==> config.mk <==
export PLATFORM = sky130hd
export DESIGN_NAME = hex_float_literal_parser
export DESIGN_NICKNAME = d
export VERILOG_FILES = /design/src/rtl/hflp_pkg.sv /design/src/rtl/hflp_parse.sv /design/src/rtl/hflp_prep.sv /design/src/rtl/hflp_round.sv /design/src/rtl/hflp_pack.sv /design/src/rtl/hex_float_literal_parser.sv
export SDC_FILE = /design/constraint.sdc
export NUM_CORES = 2
export LEC_CHECK = 0
export BUFFER_PORTS_ARGS = -buffer_cell sky130_fd_sc_hd__clkbuf_2
export CAP_MARGIN = 10
export CORE_UTILIZATION = 25
export DETAILED_ROUTE_END_ITERATION = 7
export GPL_TIMING_DRIVEN = 0
export HOLD_SLACK_MARGIN = 0.06
export PLACE_DENSITY = 0.34
export SLEW_MARGIN = 40
export SYNTH_ARGS = -nofsm -noshare
export SYNTH_HDL_FRONTEND = slang
export SYNTH_SLANG_ARGS = --single-unit
==> constraint.sdc <==
create_clock -name clk -period 24.1 [get_ports clk]
set_clock_uncertainty 0.1 [all_clocks]
set_input_delay 1.205 -clock clk [delete_from_list [all_inputs] [get_ports clk]]
set_output_delay 1.205 -clock clk [all_outputs]
set_load 0.05 [all_outputs]
==> src/rtl/hflp_pkg.sv <==
// Shared types and constants of the hexadecimal binary32 literal parser.
`timescale 1ns / 1ps

package hflp_pkg;

    // Number of significant mantissa bits kept before the sticky bit takes over.
    localparam int KEEP_BITS = 60;
    localparam int MANT_W    = KEEP_BITS;
    localparam int MSB_W     = $clog2(MANT_W);
    localparam int MBC_W     = 7;

    // Parser phase.
    typedef enum logic [2:0] {
        PH_START      = 3'd0,
        PH_SIGNED     = 3'd1,
        PH_ZERO       = 3'd2,
        PH_MANT       = 3'd3,
        PH_EXP_START  = 3'd4,
        PH_EXP_SIGNED = 3'd5,
        PH_EXP_DIGITS = 3'd6,
        PH_DECIMAL    = 3'd7
    } phase_t;

    // Result status codes.
    typedef enum logic [1:0] {
        STATUS_OK        = 2'd0,
        STATUS_MALFORMED = 2'd1,
        STATUS_DECIMAL   = 2'd2
    } status_t;

    localparam logic [31:0] EXP_SAT  = 32'h8000_0000;
    localparam logic [31:0] CNT_MAX  = 32'hFFFF_FFFF;
    localparam logic [31:0] INF_BITS = 32'h7F80_0000;

    // Complete parse state of one literal.
    typedef struct packed {
        phase_t              phase;
        logic                negative;
        logic [MANT_W-1:0]   mantissa;
        logic [MBC_W-1:0]    mant_bit_cnt;
        logic [31:0]         digit_bit_cnt;
        logic                point_seen;
        logic [31:0]         point_pos;
        logic [31:0]         extra_bit_cnt;
        logic [31:0]         exp_mag;
        logic                exp_neg;
        logic                error_seen;
    } snap_t;

    // Stage 1 result: status, early answers, exponent and leading-one index.
    typedef struct packed {
        status_t             status;
        logic                special;
        logic [31:0]         special_bits;
        logic                sign;
        logic [MANT_W-1:0]   mantissa;
        logic signed [31:0]  exponent;
        logic [MSB_W-1:0]    msb;
    } prep_t;

    // Stage 2 result: mantissa rounded to 24 bits and the exponent of its top bit.
    typedef struct packed {
        status_t             status;
        logic                special;
        logic [31:0]         special_bits;
        logic                sign;
        logic [23:0]         q;
        logic signed [33:0]  top;
    } rnd_t;

endpackage

==> src/rtl/hflp_parse.sv <==
// Character-by-character parser that builds the literal state and hands it on at the end.
`timescale 1ns / 1ps

module hflp_parse
(
    input  logic              clk,
    input  logic              rst_n,
    input  logic              en,
    input  logic              in_valid,
    input  logic [7:0]        character,
    input  logic              last,
    output logic              snap_valid,
    output hflp_pkg::snap_t   snap
);

    hflp_pkg::snap_t st_reg;
    hflp_pkg::snap_t st_next;
    hflp_pkg::snap_t snap_reg;
    logic            snap_valid_reg;

    logic            is_hex;
    logic [3:0]      hex_val;
    logic            is_dec;
    logic [35:0]     exp_prod;
    logic [31:0]     exp_mag_digit;

    // Hex digit decode.
    always_comb
    begin
        is_hex  = 1'b1;
        hex_val = 4'd0;
        if (character >= "0" && character <= "9")
        begin
            hex_val = 4'(character - 8'h30);
        end
        else if (character >= "A" && character <= "F")
        begin
            hex_val = 4'(character - 8'h37);
        end
        else if (character >= "a" && character <= "f")
        begin
            hex_val = 4'(character - 8'h57);
        end
        else
        begin
            is_hex = 1'b0;
        end
    end

    // Decimal exponent accumulation, saturating at 2^31.
    always_comb
    begin
        is_dec   = (character >= "0" && character <= "9");
        exp_prod = ({4'd0, st_reg.exp_mag} << 3) + ({4'd0, st_reg.exp_mag} << 1)
                 + {32'd0, hex_val};
        exp_mag_digit = (exp_prod >= {4'd0, hflp_pkg::EXP_SAT}) ? hflp_pkg::EXP_SAT
                                                                : exp_prod[31:0];
    end

    // Next parse state for the incoming character.
    always_comb
    begin
        st_next = st_reg;
        if (character != "_" && !st_reg.error_seen)
        begin
            unique case (st_reg.phase)
                hflp_pkg::PH_START:
                begin
                    if (character == "-" || character == "+")
                    begin
                        st_next.negative = (character == "-");
                        st_next.phase    = hflp_pkg::PH_SIGNED;
                    end
                    else if (character == "0")
                    begin
                        st_next.phase = hflp_pkg::PH_ZERO;
                    end
                    else
                    begin
                        st_next.phase = hflp_pkg::PH_DECIMAL;
                    end
                end
                hflp_pkg::PH_SIGNED:
                begin
                    st_next.phase = (character == "0") ? hflp_pkg::PH_ZERO
                                                       : hflp_pkg::PH_DECIMAL;
                end
                hflp_pkg::PH_ZERO:
                begin
                    st_next.phase = (character == "x" || character == "X")
                                  ? hflp_pkg::PH_MANT : hflp_pkg::PH_DECIMAL;
                end
                hflp_pkg::PH_MANT:
                begin
                    if (character == ".")
                    begin
                        if (st_reg.point_seen)
                        begin
                            st_next.error_seen = 1'b1;
                        end
                        else
                        begin
                            st_next.point_seen = 1'b1;
                            st_next.point_pos  = st_reg.digit_bit_cnt;
                        end
                    end
                    else if (character == "p" || character == "P")
                    begin
                        st_next.phase = hflp_pkg::PH_EXP_START;
                    end
                    else if (!is_hex)
                    begin
                        st_next.error_seen = 1'b1;
                    end
                    else
                    begin
                        st_next.digit_bit_cnt =
                            (st_reg.digit_bit_cnt > hflp_pkg::CNT_MAX - 32'd4)
                            ? hflp_pkg::CNT_MAX : st_reg.digit_bit_cnt + 32'd4;
                        // Leading zero digits add nothing to the mantissa.
                        if (!(hex_val == 4'd0 && st_reg.mantissa == '0))
                        begin
                            if (st_reg.mant_bit_cnt < hflp_pkg::MBC_W'(hflp_pkg::KEEP_BITS))
                            begin
                                st_next.mantissa =
                                    {st_reg.mantissa[hflp_pkg::MANT_W-5:0], hex_val};
                                st_next.mant_bit_cnt = st_reg.mant_bit_cnt + 7'd4;
                            end
                            else
                            begin
                                // Digits past the kept width fold into a sticky bit.
                                st_next.mantissa[0] = st_reg.mantissa[0] | (hex_val != 4'd0);
                                st_next.extra_bit_cnt =
                                    (st_reg.extra_bit_cnt > hflp_pkg::CNT_MAX - 32'd4)
                                    ? hflp_pkg::CNT_MAX : st_reg.extra_bit_cnt + 32'd4;
                            end
                        end
                    end
                end
                hflp_pkg::PH_EXP_START:
                begin
                    if (character == "+" || character == "-")
                    begin
                        st_next.exp_neg = (character == "-");
                        st_next.phase   = hflp_pkg::PH_EXP_SIGNED;
                    end
                    else if (is_dec)
                    begin
                        st_next.exp_mag = exp_mag_digit;
                        st_next.phase   = hflp_pkg::PH_EXP_DIGITS;
                    end
                    else
                    begin
                        st_next.error_seen = 1'b1;
                    end
                end
                hflp_pkg::PH_EXP_SIGNED, hflp_pkg::PH_EXP_DIGITS:
                begin
                    if (is_dec)
                    begin
                        st_next.exp_mag = exp_mag_digit;
                        st_next.phase   = hflp_pkg::PH_EXP_DIGITS;
                    end
                    else
                    begin
                        st_next.error_seen = 1'b1;
                    end
                end
                hflp_pkg::PH_DECIMAL:
                begin
                    st_next = st_reg;
                end
            endcase
        end
    end

    // Parse state register: returns to the start state after the last character.
    always_ff @(posedge clk or negedge rst_n)
    begin
        if (!rst_n)
        begin
            st_reg <= '{phase: hflp_pkg::PH_START, negative: 1'b0, mantissa: '0,
                        mant_bit_cnt: '0, digit_bit_cnt: '0, point_seen: 1'b0,
                        point_pos: '0, extra_bit_cnt: '0, exp_mag: '0,
                        exp_neg: 1'b0, error_seen: 1'b0};
        end
        else if (en && in_valid)
        begin
            if (last)
            begin
                st_reg <= '{phase: hflp_pkg::PH_START, negative: 1'b0, mantissa: '0,
                            mant_bit_cnt: '0, digit_bit_cnt: '0, point_seen: 1'b0,
                            point_pos: '0, extra_bit_cnt: '0, exp_mag: '0,
                            exp_neg: 1'b0, error_seen: 1'b0};
            end
            else
            begin
                st_reg <= st_next;
            end
        end
    end

    // Snapshot of the finished literal.
    always_ff @(posedge clk or negedge rst_n)
    begin
        if (!rst_n)
        begin
            snap_valid_reg <= 1'b0;
        end
        else if (en)
        begin
            snap_valid_reg <= in_valid && last;
        end
    end

    always_ff @(posedge clk)
    begin
        if (en && in_valid && last)
        begin
            snap_reg <= st_next;
        end
    end

    assign snap_valid = snap_valid_reg;
    assign snap       = snap_reg;

endmodule

==> src/rtl/hflp_prep.sv <==
// First conversion stage: status, saturated answers, exponent sum and leading-one search.
`timescale 1ns / 1ps

module hflp_prep
(
    input  logic              clk,
    input  logic              rst_n,
    input  logic              en,
    input  logic              in_valid,
    input  hflp_pkg::snap_t   snap,
    output logic              out_valid,
    output hflp_pkg::prep_t   prep
);

    hflp_pkg::prep_t            prep_reg;
    hflp_pkg::prep_t            prep_next;
    logic                       valid_reg;
    logic                       has_exp;
    logic [31:0]                sign_bits;
    logic signed [34:0]         e_mag;
    logic signed [34:0]         e_sum;
    logic [hflp_pkg::MSB_W-1:0] msb;

    // Leading-one index of the mantissa.
    always_comb
    begin
        msb = '0;
        for (int i = 0; i < hflp_pkg::MANT_W; i++)
        begin
            if (snap.mantissa[i])
            begin
                msb = hflp_pkg::MSB_W'(i);
            end
        end
    end

    // Exponent plus point and overflow-digit adjustment, clamped to 32 bits.
    always_comb
    begin
        has_exp = (snap.phase == hflp_pkg::PH_EXP_DIGITS);
        e_mag   = $signed({3'b000, snap.exp_mag});
        e_sum   = (has_exp ? (snap.exp_neg ? -e_mag : e_mag) : 35'sd0)
                + $signed({3'b000, snap.extra_bit_cnt})
                + (snap.point_seen ? ($signed({3'b000, snap.point_pos})
                                    - $signed({3'b000, snap.digit_bit_cnt})) : 35'sd0);
    end

    // Status and answers that need no rounding.
    always_comb
    begin
        sign_bits              = {snap.negative, 31'd0};
        prep_next.status       = hflp_pkg::STATUS_OK;
        prep_next.special      = 1'b0;
        prep_next.special_bits = 32'd0;
        prep_next.sign         = snap.negative;
        prep_next.mantissa     = snap.mantissa;
        prep_next.msb          = msb;
        if (e_sum > 35'sd2147483647)
        begin
            prep_next.exponent = 32'sh7FFF_FFFF;
        end
        else if (e_sum < -35'sd2147483648)
        begin
            prep_next.exponent = 32'sh8000_0000;
        end
        else
        begin
            prep_next.exponent = e_sum[31:0];
        end

        if (snap.error_seen || snap.phase == hflp_pkg::PH_START
            || snap.phase == hflp_pkg::PH_EXP_START
            || snap.phase == hflp_pkg::PH_EXP_SIGNED)
        begin
            prep_next.status  = hflp_pkg::STATUS_MALFORMED;
            prep_next.special = 1'b1;
        end
        else if (snap.phase == hflp_pkg::PH_SIGNED || snap.phase == hflp_pkg::PH_ZERO
                 || snap.phase == hflp_pkg::PH_DECIMAL)
        begin
            prep_next.status  = hflp_pkg::STATUS_DECIMAL;
            prep_next.special = 1'b1;
        end
        else if (has_exp && snap.exp_neg && snap.exp_mag >= hflp_pkg::EXP_SAT)
        begin
            // Huge negative exponent: signed zero.
            prep_next.special      = 1'b1;
            prep_next.special_bits = sign_bits;
        end
        else if (has_exp && !snap.exp_neg && snap.exp_mag >= hflp_pkg::EXP_SAT - 32'd1)
        begin
            // Huge positive exponent: signed infinity, or zero for a zero mantissa.
            prep_next.special      = 1'b1;
            prep_next.special_bits = sign_bits
                                   | ((snap.mantissa == '0) ? 32'd0 : hflp_pkg::INF_BITS);
        end
        else if (snap.digit_bit_cnt == 32'd0)
        begin
            prep_next.status  = hflp_pkg::STATUS_MALFORMED;
            prep_next.special = 1'b1;
        end
        else if (snap.mantissa == '0)
        begin
            prep_next.special      = 1'b1;
            prep_next.special_bits = sign_bits;
        end
    end

    always_ff @(posedge clk or negedge rst_n)
    begin
        if (!rst_n)
        begin
            valid_reg <= 1'b0;
        end
        else if (en)
        begin
            valid_reg <= in_valid;
        end
    end

    always_ff @(posedge clk)
    begin
        if (en)
        begin
            prep_reg <= prep_next;
        end
    end

    assign out_valid = valid_reg;
    assign prep      = prep_reg;

endmodule

==> src/rtl/hflp_round.sv <==
// Second conversion stage: normalize the mantissa and round it to 24 bits, ties to even.
`timescale 1ns / 1ps

module hflp_round
(
    input  logic              clk,
    input  logic              rst_n,
    input  logic              en,
    input  logic              in_valid,
    input  hflp_pkg::prep_t   prep,
    output logic              out_valid,
    output hflp_pkg::rnd_t    rnd
);

    localparam int RW = hflp_pkg::MANT_W - 24;

    hflp_pkg::rnd_t              rnd_reg;
    hflp_pkg::rnd_t              rnd_next;
    logic                        valid_reg;
    logic [hflp_pkg::MSB_W-1:0]  norm_sh;
    logic [hflp_pkg::MANT_W-1:0] norm;
    logic [23:0]                 q0;
    logic                        guard;
    logic                        rest;
    logic                        up;
    logic [24:0]                 qs;

    // Left-justify the leading one, then round off the low bits.
    always_comb
    begin
        norm_sh = hflp_pkg::MSB_W'(hflp_pkg::MANT_W - 1) - prep.msb;
        norm    = prep.mantissa << norm_sh;
        q0      = norm[hflp_pkg::MANT_W-1 -: 24];
        guard   = norm[RW-1];
        rest    = |norm[RW-2:0];
        up      = guard && (rest || q0[0]);
        qs      = {1'b0, q0} + {24'd0, up};

        rnd_next.status       = prep.status;
        rnd_next.special      = prep.special;
        rnd_next.special_bits = prep.special_bits;
        rnd_next.sign         = prep.sign;
        rnd_next.q            = qs[24] ? qs[24:1] : qs[23:0];
        rnd_next.top          = $signed({{2{prep.exponent[31]}}, prep.exponent})
                              + $signed({{(34-hflp_pkg::MSB_W){1'b0}}, prep.msb})
                              + $signed({33'd0, qs[24]});
    end

    always_ff @(posedge clk or negedge rst_n)
    begin
        if (!rst_n)
        begin
            valid_reg <= 1'b0;
        end
        else if (en)
        begin
            valid_reg <= in_valid;
        end
    end

    always_ff @(posedge clk)
    begin
        if (en)
        begin
            rnd_reg <= rnd_next;
        end
    end

    assign out_valid = valid_reg;
    assign rnd       = rnd_reg;

endmodule

==> src/rtl/hflp_pack.sv <==
// Last conversion stage: range check, subnormal rounding, packing and the result register.
`timescale 1ns / 1ps

module hflp_pack
(
    input  logic              clk,
    input  logic              rst_n,
    input  logic              en,
    input  logic              in_valid,
    input  hflp_pkg::rnd_t    rnd,
    output logic              out_valid,
    output logic [31:0]       value_bits,
    output hflp_pkg::status_t status
);

    logic                      valid_reg;
    logic [31:0]               bits_reg;
    hflp_pkg::status_t         status_reg;
    logic [31:0]               bits_next;
    logic [31:0]               sign_bits;
    logic signed [33:0]        sub_sh;
    logic [4:0]                sh;
    logic [24:0]               qw;
    logic [24:0]               mask;
    logic [24:0]               half;
    logic [24:0]               qq;
    logic [24:0]               rem;
    logic                      up;
    logic [7:0]                bexp;

    always_comb
    begin
        sign_bits = {rnd.sign, 31'd0};
        sub_sh    = -34'sd126 - rnd.top;
        sh        = sub_sh[4:0];
        qw        = {1'b0, rnd.q};
        mask      = (25'd1 << sh) - 25'd1;
        half      = (25'd1 << sh) >> 1;
        qq        = qw >> sh;
        rem       = qw & mask;
        up        = (rem > half) || (rem == half && qq[0]);
        bexp      = 8'(rnd.top + 34'sd127);

        if (rnd.special)
        begin
            bits_next = rnd.special_bits;
        end
        else if (rnd.top > 34'sd127)
        begin
            bits_next = sign_bits | hflp_pkg::INF_BITS;
        end
        else if (rnd.top >= -34'sd126)
        begin
            bits_next = sign_bits | {1'b0, bexp, rnd.q[22:0]};
        end
        else if (sub_sh >= 34'sd25)
        begin
            bits_next = sign_bits;
        end
        else
        begin
            // Subnormal: shift right with nearest-even rounding.
            bits_next = sign_bits | {7'd0, qq} + {31'd0, up};
        end
    end

    always_ff @(posedge clk or negedge rst_n)
    begin
        if (!rst_n)
        begin
            valid_reg <= 1'b0;
        end
        else if (en)
        begin
            valid_reg <= in_valid;
        end
    end

    always_ff @(posedge clk)
    begin
        if (en)
        begin
            bits_reg   <= bits_next;
            status_reg <= rnd.status;
        end
    end

    assign out_valid  = valid_reg;
    assign value_bits = bits_reg;
    assign status     = status_reg;

endmodule

==> src/rtl/hex_float_literal_parser.sv <==
// Top level of the hexadecimal binary32 literal parser.
//
// Input channel s_*: one character of the literal per transaction, s_tlast on the
// final character. Output channel m_*: one transaction per literal, carrying the
// binary32 bit pattern in m_tdata and the status in m_tuser (0 ok, 1 malformed,
// 2 decimal form not handled); the pattern is zero when the status is not ok.
// A character is taken in every cycle while the output side keeps up. After the
// transaction that carries s_tlast, the result passes through the register that
// captures the finished parse state and then three conversion stages (exponent
// and leading-one search, normalize and round, range check and pack into the
// result register). The next literal may start in the cycle after s_tlast.
// When m_tready is low while a result waits, the whole pipeline holds and
// s_tready drops; nothing is lost or repeated.
// Reset puts the parser in its start state and empties the pipeline.
`timescale 1ns / 1ps

module hex_float_literal_parser
(
    input  logic        clk,
    input  logic        rst_n,
    input  logic        s_tvalid,
    output logic        s_tready,
    input  logic [7:0]  s_tdata,   // [7:0] character
    input  logic        s_tlast,   // last character of the literal
    output logic        m_tvalid,
    input  logic        m_tready,
    output logic [31:0] m_tdata,   // [31:0] value_bits
    output logic [1:0]  m_tuser    // [1:0] status
);

    logic              en;
    logic              snap_valid;
    hflp_pkg::snap_t   snap;
    logic              prep_valid;
    hflp_pkg::prep_t   prep;
    logic              rnd_valid;
    hflp_pkg::rnd_t    rnd;
    hflp_pkg::status_t status;

    // The pipeline moves whenever the result register is free or being taken.
    assign en       = !m_tvalid || m_tready;
    assign s_tready = en;
    assign m_tuser  = status;

    hflp_parse u_parse
    (
        .clk        (clk),
        .rst_n      (rst_n),
        .en         (en),
        .in_valid   (s_tvalid),
        .character  (s_tdata),
        .last       (s_tlast),
        .snap_valid (snap_valid),
        .snap       (snap)
    );

    hflp_prep u_prep
    (
        .clk       (clk),
        .rst_n     (rst_n),
        .en        (en),
        .in_valid  (snap_valid),
        .snap      (snap),
        .out_valid (prep_valid),
        .prep      (prep)
    );

    hflp_round u_round
    (
        .clk       (clk),
        .rst_n     (rst_n),
        .en        (en),
        .in_valid  (prep_valid),
        .prep      (prep),
        .out_valid (rnd_valid),
        .rnd       (rnd)
    );

    hflp_pack u_pack
    (
        .clk        (clk),
        .rst_n      (rst_n),
        .en         (en),
        .in_valid   (rnd_valid),
        .rnd        (rnd),
        .out_valid  (m_tvalid),
        .value_bits (m_tdata),
        .status     (status)
    );

    // A failed literal always carries an all-zero pattern.
    assert property (@(posedge clk) disable iff (!rst_n)
        m_tvalid && status != hflp_pkg::STATUS_OK |-> m_tdata == 32'd0)
    else $error("nonzero value with error status");

    // The unused status code never appears.
    assert property (@(posedge clk) disable iff (!rst_n)
        m_tvalid |-> m_tuser != 2'd3)
    else $error("invalid status code");

    // A character accepted with s_tlast reaches the snapshot stage next cycle.
    assert property (@(posedge clk) disable iff (!rst_n)
        s_tvalid && s_tready && s_tlast |=> snap_valid)
    else $error("finished literal not captured");

endmodule

==> summary.md <==
| Metric | Value |
|---|---|
| Startpoint class of the critical path | `flip-flop` |
| Setup Crit Path Kind | `reg -> reg` |
| GRT Total Usage | `roughly 18%` |
| Mapped Cells | `approximately 4.1k` |
| Detailed placement HPWL | `approximately 120 mm` |
| Ratio of cells with drive above 1 in the final layout | `13.72%` |
| Router iterations before antenna repair | `5` |
| RSZ-0062 raised after global routing | `false` |
| Worst skew pair latency | `roughly 690 ps` |
| Worst path required time | `24530 ps` |
| Max-Slew Margin vs Limit | `43.33%` |
| Post-DR vias/cell | `5.105` |
| Status | `finished, final reports clean` |
| Final Hold Vio Count | `0` |
| Port Buffers | `48` |
| CP Depth | `29` |
| Synth Flop Type | `edfxtp_1` |
| Final Setup Violations | `0` |
| Yosys reg bits | `601` |
| RePlAce Congestion | `0.8954` |
| Sequential cell area fraction in the yosys report | `39.99%` |
| Die Area | `0.1720 mm2` |
| Core Util, Final | `28.75%` |
| Distinct cells, synth | `110` |
| WP data arrival | `roughly 9000 ps` |
| Max Cap Viol | `0` |
| Ys async rst share | `33.94%` |
| TNS Setup | `0 ps` |
| DR WL/cell | `23.35 um` |
| Initial antenna violation count | `1` |
| Pleak | `between 15 and 20 nW` |
| CTS H-tree lvls | `3` |
| Cts hold-fix bufs | `0` |
| Clk buf depth | `3` |
| Endpoint class of the critical path | `flip-flop` |
| Initial Util | `between 20 and 30%` |
| Core footprint | `0.1693 mm2` |
| P&R area growth vs syn | `14.31%` |
| Max IR drop VDD | `47.92 uV` |
| Post-CTS Resized | `0` |
| Critical-path top delay cell | `xnor2_1` |
| Hold depth | `0` |
| Pin count of the biggest net entering global routing | `56` |
| 1st-iter DRT viols | `2458` |
| Antenna Nets Post-Route | `0` |
| Final Routed Wirelength | `153.6 mm` |
| CTS Buf Count | `78` |
| Fin crit share | `34.96%` |
| Nets | `4529` |
| Minimum clock period | `around 8400 ps` |
| Synth Cell Area | `0.04258 mm2` |
| F_max | `~120 MHz` |
| Vias in the first global route | `33.88k` |
| Crit path top cell by count | `ha_1` |
| Ports | `slightly below 50` |
| DP Area | `roughly 0.046 mm2` |
| First-pass GRT wire length | `230.5 mm` |
| CTS tree | `built` |
| Worst path max stage delay | `610 ps` |
| CP top delay family | `compound AO/OA/AOI/OAI gates` |
| Clk sinks | `601` |
| Cell Pwr Density | `109.5 mW/mm2` |
| Synthesis Warnings | `0` |
| Die Ht | `414.7 um` |
| Avg Cell Area, Syn | `10.28 um2` |
| Vias | `33.59k` |
| Number of flops mapped to enable cells by yosys | `397` |
| Number of buffer and inverter stages on the critical path | `4` |
| Number of setup buffers added after CTS | `0` |
| Die width | `just over 400 um` |
| Post-Syn Nets | `approximately 4.4k` |
| Number of flip-flops in the largest register | `200` |
| Final instance area | `0.04867 mm2` |
| Cell depth of the worst flop-to-flop path | `29` |
| Row count | `151` |
| CP Max Fanout | `10` |
| Overflow after GRT | `0` |
| Worst Hold Class | `reg -> reg` |
| Root buffer cell | `clkbuf_16` |
| Slew @ Worst Pin | `850.1 ps` |
| DRC violations left | `0` |
| Clock transition at path regs | `60 ps` |
| Max-slew violations | `0` |
## per-layer routing
layer	wire length, um	global-route usage (%)	vias to the layer above
li1	-	-	15990
met4	3107	4.614	0
met5	0	0	-
met3	5690	1.917	152
met2	68960	27.53	644
met1	75860	25.58	16800
## final cells by class
class	instances	area, um2
tap	2218	2775
clock buffer	111	2178
fill	17740	120600
antenna	2	5.005
clock inverter	35	364.1
buffer	214	1059
multi-input combinational	3207	24160
timing repair buffer	70	653.1
inverter	121	454.2
sequential	601	17030
## cells by family (layout without fill, tap and decap cells)
group                      count (synthesis)  in the layout  synth area share, %
AOI/OAI and AO/OA                        992            992                16.24
xor gates and xnor gates                 270            270                5.607
adders and majority gates                223            223                7.205
buffers and inverters                    335            551                3.500
DFF                                      601            601                39.99
muxes                                    319            319                11.08
other                                      0              2                    0
and+or+nand+nor                         1403           1403                16.38
## cells in the final DEF (no fill, tap or decap), types with 16 or more instances in the layout
master     synthesis  routed
nor2b_1           32      32
a22oi_1           17      17
xor2_1           128     128
or3_1             23      23
o211ai_1          20      20
mux4_2           105     105
and2_1            44      44
a211oi_1          23      23
o22ai_1           29      29
nand2b_1          39      39
a31oi_1           40      40
nand3_1          123     123
buf_12             5      16
ha_1             186     186
o31ai_1           66      65
xnor2_1          139     139
clkbuf_16          0      80
fa_1              37      37
o21a_1            51      51
nor4_1            60      56
edfxtp_1         397     397
clkbuf_2           0      58
nand4_1           59      59
nor3b_1           16      16
clkbuf_1         135     147
nor3_1            71      70
buf_2             46      48
inv_1            118     118
nor2_1           375     371
nand2_1          384     384
dfrtp_1          204     204
and3_1            68      68
mux2i_1           71      71
a21o_1            59      59
a21oi_1          220     219
a22o_1           126     126
o21ai_0          148     146
mux2_2           138     138
o22a_1            32      32
## report_power, final
part           leakage, nW  switching [W]  internal (W)  total (W)
sequential            6.79       0.000206       0.00133    0.00153
combinational         11.2        0.00164      0.000977    0.00262
clock                 1.23       0.000492      0.000688    0.00118
total                 19.2        0.00234       0.00299    0.00533
## path summary, 6_finish.rpt
| kind | start | to | slack, ps |
|---|---|---|---|
| setup / recovery | u_round.rnd[1] | u_pack.value_bits[10] | 15680 |
| hold / removal | u_prep.prep[130] | u_round.rnd[90] | 320 |
| setup reg to reg | u_round.rnd[1] | u_pack.value_bits[10] | 15680 |
| hold reg to reg | u_prep.prep[130] | u_round.rnd[90] | 320 |
| max in group asynchronous | rst_n | u_parse.st_reg[20] | 22420 |
| min in group asynchronous | rst_n | u_parse.st_reg[189] | 430 |
## synth_stat cells (51+ instances only)
library cell / number / share of area, %
o21a_1: 51 / 0.90
o31ai_1: 66 / 1.2
and3_1: 68 / 1.0
a21oi_1: 220 / 2.6
nor3_1: 71 / 0.83
edfxtp_1: 397 / 28
ha_1: 186 / 5.5
nand2_1: 384 / 3.4
nand3_1: 123 / 1.4
a22o_1: 126 / 2.6
inv_1: 118 / 1.0
clkbuf_1: 135 / 1.2
mux2_2: 138 / 3.6
nand4_1: 59 / 0.87
xnor2_1: 139 / 2.9
a21o_1: 59 / 1.0
dfrtp_1: 204 / 12
mux4_2: 105 / 5.6
o21ai_0: 148 / 1.7
xor2_1: 128 / 2.6
mux2i_1: 71 / 1.7
nor2_1: 375 / 3.3
nor4_1: 60 / 0.88
## per-stage QoR
stage / std cells / setup WS (ps) / power (W) / hold slack (ps)
2_1_floorplan: 4143 / 9762 / 0.003318 / 300.3
3_3_place_gp: 6409 / 2588 / 0.004204 / 301.1
3_5_place_dp: 6430 / 15730 / 0.004156 / 304.5
4_1_cts: 6576 / 15650 / 0.005374 / 319.0
5_1_grt: 6577 / 15200 / 0.005657 / 323.7
6_report: 6579 / 15680 / 0.005327 / 317.8
Note: power is estimated with default switching activity, not from simulation.
